===== src/rtl/ratt_pkg.sv =====
// ----------------------------------------------------------------------------
// ratt_pkg
// Shared types and codes for the range address translation table.
// ----------------------------------------------------------------------------
`default_nettype none

package ratt_pkg;

    typedef enum logic [1:0] {
        REQ_ADD    = 2'd0,
        REQ_REMOVE = 2'd1,
        REQ_XLAT   = 2'd2,
        REQ_NONE   = 2'd3
    } req_t;

    typedef enum logic [2:0] {
        ST_OK       = 3'd0,
        ST_EXISTS   = 3'd1,
        ST_NOTFOUND = 3'd2,
        ST_ZEROLEN  = 3'd3,
        ST_FULL     = 3'd4
    } status_t;

    typedef enum logic [3:0] {
        S_IDLE,
        S_START,
        S_SCAN,
        S_CMP,
        S_DECIDE,
        S_MV_CHK,
        S_MV_WR,
        S_INS,
        S_RM_CHK,
        S_RM_WR,
        S_XLAT,
        S_RESP
    } state_t;

    typedef enum logic [1:0] {
        RA_IDX,
        RA_IDX_M1,
        RA_IDX_P1
    } rd_sel_t;

    typedef struct packed {
        logic    ld_req;
        logic    idx_clr;
        logic    idx_inc;
        logic    idx_dec;
        logic    idx_ld_count;
        logic    idx_ld_pos;
        logic    pos_ld;
        logic    found_val;
        logic    ent_ld;
        logic    rd_en;
        rd_sel_t rd_sel;
        logic    we;
        logic    wr_new;
        logic    cnt_inc;
        logic    cnt_dec;
        logic    st_ld;
        status_t st_code;
        logic    xlat_ld;
        logic    out_ld;
    } cmd_t;

    typedef struct packed {
        req_t req;
        logic len_zero;
        logic at_end;
        logic end_above;
        logic start_le;
        logic full;
        logic found;
        logic idx_eq_pos;
        logic idx_p1_eq_count;
        logic out_free;
    } sts_t;

endpackage

`default_nettype wire


===== src/rtl/ratt_ctrl.sv =====
// ----------------------------------------------------------------------------
// ratt_ctrl
// Sequencer for scan, sorted insert, remove and translate.
// ----------------------------------------------------------------------------
`default_nettype none

module ratt_ctrl (
    input  wire logic          clk,
    input  wire logic          rst_n,
    input  wire logic          in_valid,
    output logic               in_ready,
    input  wire ratt_pkg::sts_t sts,
    output ratt_pkg::cmd_t     cmd
);
    import ratt_pkg::*;

    state_t state_reg, state_next;

    always_ff @(posedge clk or negedge rst_n)
    begin
        if (!rst_n)
        begin
            state_reg <= S_IDLE;
        end
        else
        begin
            state_reg <= state_next;
        end
    end

    always_comb
    begin
        state_next = state_reg;
        unique case (state_reg)
            S_IDLE:
            begin
                if (in_valid)
                begin
                    state_next = S_START;
                end
            end
            S_START:
            begin
                if ((sts.req == REQ_ADD && sts.len_zero) || sts.req == REQ_NONE)
                begin
                    state_next = S_RESP;
                end
                else
                begin
                    state_next = S_SCAN;
                end
            end
            S_SCAN:   state_next = sts.at_end ? S_DECIDE : S_CMP;
            S_CMP:    state_next = sts.end_above ? S_DECIDE : S_SCAN;
            S_DECIDE:
            begin
                priority if (sts.req == REQ_ADD)
                begin
                    state_next = (sts.found || sts.full) ? S_RESP : S_MV_CHK;
                end
                else if (sts.req == REQ_REMOVE)
                begin
                    state_next = sts.found ? S_RM_CHK : S_RESP;
                end
                else
                begin
                    state_next = sts.found ? S_XLAT : S_RESP;
                end
            end
            S_MV_CHK: state_next = sts.idx_eq_pos ? S_INS : S_MV_WR;
            S_MV_WR:  state_next = S_MV_CHK;
            S_INS:    state_next = S_RESP;
            S_RM_CHK: state_next = sts.idx_p1_eq_count ? S_RESP : S_RM_WR;
            S_RM_WR:  state_next = S_RM_CHK;
            S_XLAT:   state_next = S_RESP;
            S_RESP:
            begin
                if (sts.out_free)
                begin
                    state_next = S_IDLE;
                end
            end
            default:  state_next = S_IDLE;
        endcase
    end

    always_comb
    begin
        cmd = '0;
        cmd.rd_sel = RA_IDX;
        cmd.st_code = ST_OK;
        in_ready = 1'b0;
        unique case (state_reg)
            S_IDLE:
            begin
                in_ready = 1'b1;
                cmd.ld_req = in_valid;
                cmd.idx_clr = in_valid;
            end
            S_START:
            begin
                cmd.st_ld = 1'b1;
                cmd.st_code = (sts.req == REQ_ADD && sts.len_zero) ? ST_ZEROLEN : ST_OK;
            end
            S_SCAN:
            begin
                if (sts.at_end)
                begin
                    cmd.pos_ld = 1'b1;
                end
                else
                begin
                    cmd.rd_en = 1'b1;
                end
            end
            S_CMP:
            begin
                if (sts.end_above)
                begin
                    cmd.pos_ld = 1'b1;
                    cmd.found_val = sts.start_le;
                    cmd.ent_ld = 1'b1;
                end
                else
                begin
                    cmd.idx_inc = 1'b1;
                end
            end
            S_DECIDE:
            begin
                priority if (sts.req == REQ_ADD)
                begin
                    if (sts.found)
                    begin
                        cmd.st_ld = 1'b1;
                        cmd.st_code = ST_EXISTS;
                    end
                    else if (sts.full)
                    begin
                        cmd.st_ld = 1'b1;
                        cmd.st_code = ST_FULL;
                    end
                    else
                    begin
                        cmd.idx_ld_count = 1'b1;
                    end
                end
                else if (sts.req == REQ_REMOVE)
                begin
                    if (sts.found)
                    begin
                        cmd.idx_ld_pos = 1'b1;
                    end
                    else
                    begin
                        cmd.st_ld = 1'b1;
                        cmd.st_code = ST_NOTFOUND;
                    end
                end
                else
                begin
                    if (!sts.found)
                    begin
                        cmd.st_ld = 1'b1;
                        cmd.st_code = ST_NOTFOUND;
                    end
                end
            end
            S_MV_CHK:
            begin
                if (!sts.idx_eq_pos)
                begin
                    cmd.rd_en = 1'b1;
                    cmd.rd_sel = RA_IDX_M1;
                end
            end
            S_MV_WR:
            begin
                cmd.we = 1'b1;
                cmd.idx_dec = 1'b1;
            end
            S_INS:
            begin
                cmd.we = 1'b1;
                cmd.wr_new = 1'b1;
                cmd.cnt_inc = 1'b1;
            end
            S_RM_CHK:
            begin
                if (sts.idx_p1_eq_count)
                begin
                    cmd.cnt_dec = 1'b1;
                end
                else
                begin
                    cmd.rd_en = 1'b1;
                    cmd.rd_sel = RA_IDX_P1;
                end
            end
            S_RM_WR:
            begin
                cmd.we = 1'b1;
                cmd.idx_inc = 1'b1;
            end
            S_XLAT:   cmd.xlat_ld = 1'b1;
            S_RESP:   cmd.out_ld = sts.out_free;
            default:  cmd = '0;
        endcase
    end

    // a response is only produced from the response state
    assert property (@(posedge clk) disable iff (!rst_n)
        cmd.out_ld |-> state_reg == S_RESP)
        else $error("response loaded outside response state");

    // ram writes only happen while moving or inserting entries
    assert property (@(posedge clk) disable iff (!rst_n)
        cmd.we |-> (state_reg == S_MV_WR || state_reg == S_INS || state_reg == S_RM_WR))
        else $error("unexpected table write");

    // after an accepted request the sequencer leaves idle
    assert property (@(posedge clk) disable iff (!rst_n)
        (state_reg == S_IDLE && in_valid) |=> state_reg == S_START)
        else $error("request accepted but not started");

endmodule

`default_nettype wire


===== config.mk =====
export PLATFORM = sky130hd
export DESIGN_NAME = ratt_ctrl
export DESIGN_NICKNAME = d
export VERILOG_FILES = /design/src/rtl/ratt_pkg.sv /design/src/rtl/ratt_ctrl.sv
export SDC_FILE = /design/constraint.sdc
export NUM_CORES = 1
export LEC_CHECK = 0
export ABC_CLOCK_PERIOD_IN_PS = 2100
export CORE_AREA = 2 2 39 41
export DETAILED_ROUTE_END_ITERATION = 6
export DIE_AREA = 0 0 41 43
export DONT_BUFFER_PORTS = 1
export SETUP_SLACK_MARGIN = 0.02
export SLEW_MARGIN = 20
export SYNTH_ARGS = -nofsm -noshare
export SYNTH_HDL_FRONTEND = slang
export SYNTH_SLANG_ARGS = --single-unit

===== constraint.sdc =====
create_clock -name clk -period 2.1 [get_ports clk]
set_clock_uncertainty 0.15 [all_clocks]
set_input_delay 0.21 -clock clk [delete_from_list [all_inputs] [get_ports clk]]
set_output_delay 0.21 -clock clk [all_outputs]
set_load 0.02 [all_outputs]

==> results of run 1 <==
cell families (layout without fill, tap and decap cells):
logic type	after synthesis	in the layout	share of synthesized area
simple gates	46	46	0.412
compound gates	28	28	0.301
buf+inv	12	25	0.109
flops	4	4	0.162
mux	1	1	0.0162
stage by stage:
| step | power, mW | hold WS, ns | instance area [µm²] | cells | setup slack (ns) |
|---|---|---|---|---|---|
| final | 1.09 | 0.0104 | 763 | 120 | 0.130 |
| after global routing | 1.18 | 0.0301 | 763 | 120 | 0.0281 |
| after CTS | 1.06 | 0.00961 | 747 | 120 | 0.0381 |
| after detailed placement | 0.951 | -0.236 | 714 | 116 | 0.316 |
| after global placement | 0.955 | -0.236 | 714 | 116 | 0.335 |
| after floorplan | 0.783 | -0.236 | 619 | 91 | 0.0711 |
layout make-up:
class / instances / area [µm²] / share of cell area
Timing Repair Buffer: 18 / 138 / 0.180
Inverter: 4 / 15.0 / 0.0197
Multi-Input combinational cell: 75 / 465 / 0.610
Sequential cell: 4 / 103 / 0.134
Tap cell: 16 / 20.0 / 0.0262
Clock buffer: 3 / 22.5 / 0.0295
synthesized netlist by cell type (2+ instances only):
master	n	area [µm²]
a21oi_1	6	30.0
a31oi_1	2	12.5
and2_1	2	12.5
and3_1	2	12.5
buf_2	3	15.0
buf_4	5	37.5
dfrtp_1	4	100
inv_1	3	11.3
nand2_1	7	26.3
nand2b_1	2	12.5
nand3b_1	2	15.0
nor2_1	12	45.0
nor3_1	7	35.0
nor3b_1	2	15.0
nor4_1	2	12.5
o211ai_1	2	15.0
o21ai_0	7	35.0
o22ai_1	2	12.5
per-layer routing:
layer | up-vias | routed length, µm
met5 | - | 0
met4 | 0 | 61
met3 | 7 | 140
met2 | 42 | 825
met1 | 351 | 677
li1 | 365 | -
worst min-delay path by stage:
stage	to	cells past startpoint
after floorplan	state_reg[0]$_DFFE_PN0P_	0
after global placement	state_reg[1]$_DFFE_PN0P_	0
after detailed placement	state_reg[1]$_DFFE_PN0P_	0
after CTS	state_reg[1]$_DFFE_PN0P_	2
after global routing	state_reg[0]$_DFFE_PN0P_	2
final	state_reg[0]$_DFFE_PN0P_	2
timing repair:
item	CTS	global route
hold endpoints to repair	4	0
hold buffers	1	0
gates resized for setup	0	5
endpoints found under the setup margin	0	3
power groups by stage:
stage                     Sequential (mW)  Clock, mW  Combinational (mW)
after floorplan                     0.146          0               0.637
after CTS                           0.194      0.104               0.763
after global routing                0.211      0.109               0.863
final                               0.204      0.100               0.783
after global placement              0.194          0               0.761
after detailed placement            0.195          0               0.756
==> metrics.csv, run 1 <==
metric,value,unit
Synth Instances,91,
sw frac,0.538,
n_diodes,0,
"Slowest-stage cell, CP",dfrtp_2,
met3 usage,0.0314,
critical path's top delay family,simple AND/OR/NAND/NOR gates,
area grow syn2layout,23.2,%
"Max FO, Critical Path",11,
most frequent cells in the layout,"buf_4 (17), nor2_1 (12), nand2_1 (7), o21ai_0 (7)",
Setup crit end,cmd[2],
Synth async-reset ratio,1.00,
final hold violations,0,
Die Y,43,µm
Clock Root Buffer,clkbuf_4,
Setup CP Type,register to output port,
Port Buf Inserts,0,
Leakage,0.315,nW
Pre-Repair DR Iteration Count,4,
GR Util met1,0.265,
library cells used by synthesis,37,
R2R depth,4,
Synthesis Warnings,0,
die width,41,µm
Rel. slew slack,0.749,
clock slew at reported path FFs,0.04,ns
Hold Crit Class,primary input to register,
fmax,508,MHz
WL final,1710,µm
CTS H-tree lvls,1,
beginning of the worst hold path,sts[2],
DR WL/cell,14.2,µm
Gate power share,0.720,
post-CTS setup buffer count,0,
Seq cells post-synth,4,
die area,1760,µm²
Main synth FF type,dfrtp_1,
CP Data Required Time,1.74,ns
Post-synth EDFFs,0,
NetSw,0.584,mW
worst r2r src,state_reg[0]$_DFFE_PN0P_,
first-pass GRT wire length,2640,µm
Sink Count,4,
remaining routing DRC violations,0,
initial antenna violation count,0,
FILL cells,143,
Worst EP arrival,1.61,ns
Setup crit end kind,output port,
worst path buffer plus inverter count,1,
power share of the clock group,0.092,
reg2reg setup slack,0.45,ns
via count,765,
sequential share of power,0.188,
detailed placement HPWL,1300,µm
Post-Syn Nets,105,
"IR drop worst, VDD",0.585,mV
crit start category,register,
run status,"finished, final reports clean",
Fin Setup TNS,0,ns
Crit. Startpoint,state_reg[3]$_DFFE_PN0P_,
Final min period,1.97,ns
Core Region,1380,µm²
GP Congestion,0.929,
Internal Power,0.503,mW
reg2reg end,state_reg[1]$_DFFE_PN0P_,
Worst Max-Slew Pin Slew,0.372,ns
cell area after synthesis,619,µm²
gr ovfl total,0,
"most common cell after layout, fill and taps aside",buf_4,
drt via density,6.38,
fin nets,120,
I/O pin total,37,
GRT Overall Usage,0.222,
Final Cycle Share,0.938,
WP depth,5,
Syn Area/Cell,6.81,µm²
max_cap viols,0,
Cell Pwr Density,1420,nW/µm²
proportion of layout cells with a drive suffix above 1,0.308,
max FFs per register,4,
setup violators final,0,
grt met2 use,0.331,
fin util,0.552,
CP peak stage delay,0.47,ns
vias in the first global route,627,
CTS tree,done,
worst skew pair latency,0.25,ns
sequential-to-total area share from yosys stat,0.162,
Initial Util,0.448,
CTS Buf Count,3,
pin count of the biggest net entering global routing,17,
global routing's busiest layer,met2,
worst-path cell chain,nand2b_1 -> nor3_4 -> a22oi_1 -> nor3_1 -> buf_4,
row cnt,14,
Final ANT Viol Nets,0,
max-slew violations,0,
1st-iter DRT viols,20,
CTS max path bufs,2,
RSZ-0062 raised after global routing,no,
No activity file was read; power rests on OpenSTA's default activity.
==> run 2: changes to the inputs <==
==> constraint.sdc (replaced) <==
create_clock -name clk -period 2.1 [get_ports clk]
set_clock_uncertainty 0.15 [all_clocks]
set_input_delay 0.21 -clock clk [delete_from_list [all_inputs] [get_ports clk]]
set_output_delay 0.21 -clock clk [all_outputs]
set_load 0.1 [all_outputs]
==> run 2 against run 1 <==
Net effect:
- clock-buffer cell count grew 1
- routed wire length grew 49%
- combinational power grew 150%
- final cell count grew 14%
- critical path depth is the same
- global-route usage grew 7.3 points
- clock power grew 18%
- largest cell class unchanged
==> metrics.csv, run 2 (synthesis results as in run 1) <==
metric,value,unit,change
Initial Util,0.448,,unchanged
fin nets,136,,+13%
GP Congestion,0.946,,+1.8%
"Max FO, Critical Path",6,,-5
remaining routing DRC violations,0,,unchanged
vias in the first global route,811,,+29%
Port Buf Inserts,0,,unchanged
initial antenna violation count,0,,unchanged
most frequent cells in the layout,"buf_12 (17), buf_4 (14)",,
Core Region,1380,µm²,unchanged
final instance count without filler cells,137,,+14%
clock slew at reported path FFs,0.05,ns,about the same
Clock Root Buffer,clkbuf_4,,
final hold violations,0,,unchanged
Cell Pwr Density,1780,nW/µm²,+25%
Final Cycle Share,0.999,,+0.0612
run status,"finished, final reports clean",,
Placed Cells incl. Taps,126,,+8.6%
Worst Max-Slew Pin Slew,0.365,ns,-0.00619 ns
final instance area,1280,µm²,+67%
via count,905,,+18%
row cnt,14,,unchanged
CTS H-tree lvls,1,,unchanged
Final ANT Viol Nets,0,,unchanged
Pre-Repair DR Iteration Count,4,,unchanged
"Slowest-stage cell, CP",dfrtp_2,,
worst-path cell chain,clkinvlp_4 -> nor3_2 -> a21oi_1 -> nor3b_4 -> buf_12,,
FILL cells,45,,-69%
max FFs per register,4,,unchanged
"IR drop worst, VDD",1.16,mV,+99%
fmax,476,MHz,-6.1%
worst skew pair latency,0.25,ns,about the same
max_cap viols,0,,unchanged
CP peak stage delay,0.50,ns,+0.03 ns
Worst EP arrival,1.74,ns,+0.13 ns
max-slew violations,0,,unchanged
first-pass GRT wire length,3620,µm,+37%
WL final,2540,µm,+49%
die width,41,µm,unchanged
drt via density,6.61,,+3.6%
proportion of layout cells with a drive suffix above 1,0.587,,+0.279
Rel. slew slack,0.756,,+0.00657
CTS Buf Count,3,,unchanged
pin count of the biggest net entering global routing,12,,-5
1st-iter DRT viols,57,,+190%
Total Power,2.27,mW,+110%
fin util,0.922,,+0.371
CTS tree,done,,
I/O pin total,37,,unchanged
"most common cell after layout, fill and taps aside",buf_12,,
CP Data Required Time,1.74,ns,about the same
GRT Overall Usage,0.295,,+0.0725
Setup CP Type,register to output port,,
setup violators final,0,,unchanged
Setup WS pre-CTS,0.103,ns,-0.213 ns
Die Y,43,µm,unchanged
die area,1760,µm²,unchanged
Crit. Startpoint,state_reg[1]$_DFFE_PN0P_,,
placed cell area,1160,µm²,+62%
Sink Count,4,,unchanged
DR WL/cell,18.5,µm,+30%
n_diodes,0,,unchanged
area grow syn2layout,106,%,
RSZ-0062 raised after global routing,yes,,
CTS max path bufs,2,,unchanged
gr ovfl total,0,,unchanged
detailed placement HPWL,1700,µm,+31%
Setup crit end kind,output port,,
final worst slack,0.00119,ns,-0.128 ns
worst r2r src,state_reg[2]$_DFFE_PN0P_,,
crit start category,register,,
Final min period,2.10,ns,+0.128 ns
Hold Crit Class,primary input to register,,
Leakage,0.483,nW,+53%
beginning of the worst hold path,sts[2],,
## run 2: through the flow
stage	hold slack, ns	setup TNS, ns
finish	0.0106	0
global route	0.0215	-0.222
CTS	0.0236	0
detailed placement	-0.236	0
global placement	-0.235	0
floorplan	-0.236	-2.12
## run 2: worst paths after layout
kind | depth (start not counted) | endpoint | slack, ns
worst max-delay path | 5 | cmd[19] | 0.001
worst min-delay path | 2 | state_reg[0]$_DFFE_PN0P_ | 0.01
worst max register to register | 5 | state_reg[0]$_DFFE_PN0P_ | 0.43
worst min register to register | 1 | state_reg[2]$_DFFE_PN0P_ | 0.42
max in group asynchronous | 1 | state_reg[3]$_DFFE_PN0P_ | 1.55
min in group asynchronous | 1 | state_reg[2]$_DFFE_PN0P_ | 0.07
## run 2: where the power goes
| group | total, mW | switching [mW] | internal [mW] |
|---|---|---|---|
| logic | 1.92 | 1.25 | 0.666 |
| registers | 0.232 | 0.107 | 0.125 |
| clock network | 0.118 | 0.0454 | 0.0722 |
| total | 2.27 | 1.40 | 0.863 |
## run 2: repair_timing
action                                  in CTS  in global routing
hold buffers                                 1                  0
pin swaps                                    0                  2
hold endpoints to repair                     4                  0
endpoints found under the setup margin      11                 11
buffers inserted                             3                  3
resized for setup                            7                  5
gates cloned                                 0                  0
## run 2: final cells by class
class	instances	area [µm²]	share of cell area
timing repair buffer	34	488	0.382
multi-input combinational	75	616	0.482
inverter	4	18.8	0.0147
clock buffer	4	26.3	0.0206
sequential	4	108	0.0843
tap	16	20.0	0.0157
## run 2: critical path: cells and delay by family, from the launching register on
kind	cells	cell delay, ns
buf+inv	2	0.38
simple gates	2	0.48
flops	1	0.50
compound gates	1	0.12
## run 2: routing by layer
layer / vias to the layer above / share of wire / global-route usage / wire length (µm)
met5: - / 0 / 0 / 0
met3: 12 / 0.11 / 0.0419 / 277
met2: 84 / 0.49 / 0.456 / 1240
met4: 0 / 0.023 / 0.107 / 58
li1: 394 / - / - / -
met1: 415 / 0.38 / 0.399 / 961
==> run 3: changes to the inputs <==
--- a/config.mk
+++ b/config.mk
@@ -6,9 +6,9 @@
 export NUM_CORES = 1
 export LEC_CHECK = 0
 export ABC_CLOCK_PERIOD_IN_PS = 2100
-export CORE_AREA = 2 2 39 41
+export CORE_MARGIN = 2
+export CORE_UTILIZATION = 40
 export DETAILED_ROUTE_END_ITERATION = 6
-export DIE_AREA = 0 0 41 43
 export DONT_BUFFER_PORTS = 1
 export SETUP_SLACK_MARGIN = 0.02
 export SLEW_MARGIN = 20
==> constraint.sdc (replaced) <==
create_clock -name clk -period 2.1 [get_ports clk]
set_clock_uncertainty 0.15 [all_clocks]
set_input_delay 0.21 -clock clk [delete_from_list [all_inputs] [get_ports clk]]
set_output_delay 0.21 -clock clk [all_outputs]
set_load 0.05 [all_outputs]
==> run 3 against run 2 <==
Net effect:
- sequential power barely moved
- cell area fell by 26%
- worst hold slack improved by 0.0080 ns
- routed wire length fell by 27%
- clock-buffer cell count fell by 1
- sequential cell count did not move
- non-clock buffer count fell by 9
- global-route usage fell by 7.1 points
- core utilization fell by 28 points
- via count fell by 14%
- register-to-register slack got worse by 0.02 ns
- largest cell class unchanged
- largest power group unchanged
==> metrics.csv, run 3 (synthesis results as in run 1) <==
metric,value,unit,change
run status,"finished, final reports clean",,
FILL cells,132,,+190%
Port Buf Inserts,0,,unchanged
R2R depth,4,,-1
Worst EP arrival,1.61,ns,-0.13 ns
sw frac,0.600,,-0.0191
I/O pin total,37,,unchanged
Setup WS pre-CTS,0.241,ns,+0.138 ns
Internal Power,0.587,mW,-32%
Rel. slew slack,0.788,,+0.0329
proportion of layout cells with a drive suffix above 1,0.468,,-0.118
max FFs per register,4,,unchanged
Initial Util,0.421,,-0.0266
remaining routing DRC violations,0,,unchanged
Fin Setup TNS,0,ns,unchanged
Pre-Repair DR Iteration Count,4,,unchanged
row cnt,14,,unchanged
pin count of the biggest net entering global routing,13,,+1
worst r2r src,state_reg[1]$_DFFE_PN0P_,,
die area,1880,µm²,+6.6%
RSZ-0062 raised after global routing,no,,
NetSw,0.881,mW,-37%
final hold violations,0,,unchanged
Die Y,43.4,µm,+0.81%
Cell Pwr Density,1550,nW/µm²,-13%
max-slew violations,0,,unchanged
"IR drop worst, VDD",0.721,mV,-38%
post-CTS setup buffer count,0,,-3
Setup crit end,cmd[16],,
WL final,1840,µm,-27%
Worst Max-Slew Pin Slew,0.313,ns,-0.0523 ns
power share of the clock group,0.068,,+0.016
worst-path cell chain,nor2b_2 -> nand2_1 -> nor2_1 -> and3_1 -> buf_12,,
Final ANT Viol Nets,0,,unchanged
n_diodes,0,,unchanged
Clock Root Buffer,clkbuf_4,,
sequential share of power,0.156,,+0.054
GP Congestion,0.882,,-6.7%
crit start category,register,,
CTS max path bufs,2,,unchanged
fmax,507,MHz,+6.3%
Hold Crit Class,primary input to register,,
via count,778,,-14%
CTS Buf Count,3,,unchanged
placed cell area,878,µm²,-24%
CP peak stage delay,0.49,ns,about the same
detailed placement HPWL,1490,µm,-13%
max_cap viols,0,,unchanged
Reg area,104,µm²,-3.5%
area grow syn2layout,53.1,%,
worst skew pair latency,0.25,ns,about the same
Leakage,0.383,nW,-21%
final worst slack,0.126,ns,+0.124 ns
Sink Count,4,,unchanged
1st-iter DRT viols,31,,-46%
gr ovfl total,0,,unchanged
GRT Overall Usage,0.224,,-0.0707
drt via density,6.13,,-7.3%
CTS H-tree lvls,1,,unchanged
Crit. Startpoint,state_reg[2]$_DFFE_PN0P_,,
"Slowest-stage cell, CP",dfrtp_2,,
first-pass GRT wire length,3160,µm,-13%
setup violators final,0,,unchanged
DR WL/cell,14.5,µm,-22%
final instance area,948,µm²,-26%
Final Cycle Share,0.940,,-0.0593
clock slew at reported path FFs,0.04,ns,about the same
reg2reg setup slack,0.41,ns,-0.02 ns
"most common cell after layout, fill and taps aside",buf_4,,
Core Region,1470,µm²,+6.3%
die width,43.4,µm,+5.7%
CP Data Required Time,1.74,ns,about the same
fin nets,127,,-6.6%
Setup crit end kind,output port,,
"Max FO, Critical Path",9,,+3
Gate power share,0.775,,-0.071
Total Power,1.47,mW,-35%
reg2reg end,state_reg[1]$_DFFE_PN0P_,,
vias in the first global route,722,,-11%
most frequent cells in the layout,"buf_4 (20), nor2_1 (11), nand2_1 (7), o21ai_0 (6), a21oi_1 (6)",,
CTS tree,done,,
footprint of the multi-input gates,556,µm²,-9.8%
Setup CP Type,register to output port,,
initial antenna violation count,0,,unchanged
Final min period,1.97,ns,-0.124 ns
==> run 3: how the worst min path moves through the flow <==
stage	to	depth (start not counted)	slack [ns]	startpoint
floorplan	state_reg[0]$_DFFE_PN0P_	0	-0.24	rst_n
global placement	state_reg[2]$_DFFE_PN0P_	0	-0.24	rst_n
detailed placement	state_reg[2]$_DFFE_PN0P_	0	-0.24	rst_n
CTS	state_reg[1]$_DFFE_PN0P_	2	0.02	sts[10]
global route	state_reg[0]$_DFFE_PN0P_	2	0.04	sts[2]
finish	state_reg[1]$_DFFE_PN0P_	2	0.02	sts[10]
==> run 3: layout make-up <==
class                           instances  share of cell area
Clock buffer                            3              0.0237
Inverter                                4              0.0158
Multi-Input combinational cell         75               0.586
Sequential cell                         4               0.109
Tap cell                               16              0.0211
Timing Repair Buffer                   25               0.244
==> run 3: critical path: cells and delay by family, from the launching register on <==
kind | cells | cell delay [ns]
buffers and inverters | 1 | 0.15
flip-flops | 1 | 0.49
AND/OR/NAND/NOR | 4 | 0.74
==> run 3: stage by stage <==
step	cells	hold slack, ns	utilization
global placement	123	-0.235	0.597
finish	127	0.0185	0.645
global route	127	0.0389	0.645
detailed placement	123	-0.236	0.597
CTS	127	0.0222	0.623
floorplan	91	-0.236	-
==> run 3: routing by layer <==
metal	GRT usage	share of wire	up-vias
li1	-	-	379
met1	0.272	0.41	354
met2	0.373	0.49	41
met3	0.0583	0.079	4
met4	0.0970	0.016	0
met5	0	0	-
==> run 3: power by group through the flow <==
stage / sequential [mW] / combinational (mW) / clock, mW
after floorplan: 0.148 / 0.920 / 0
after global placement: 0.206 / 1.10 / 0
after detailed placement: 0.207 / 1.11 / 0
after CTS: 0.209 / 1.12 / 0.104
after global routing: 0.239 / 1.22 / 0.111
final: 0.230 / 1.14 / 0.100
==> run 3: repair_timing <==
| item | CTS | global route |
|---|---|---|
| endpoints found under the hold margin | 4 | 0 |
| hold buffers | 1 | 0 |
| pin swaps | 0 | 0 |
| setup endpoints to repair | 4 | 8 |
| gates resized for setup | 2 | 9 |
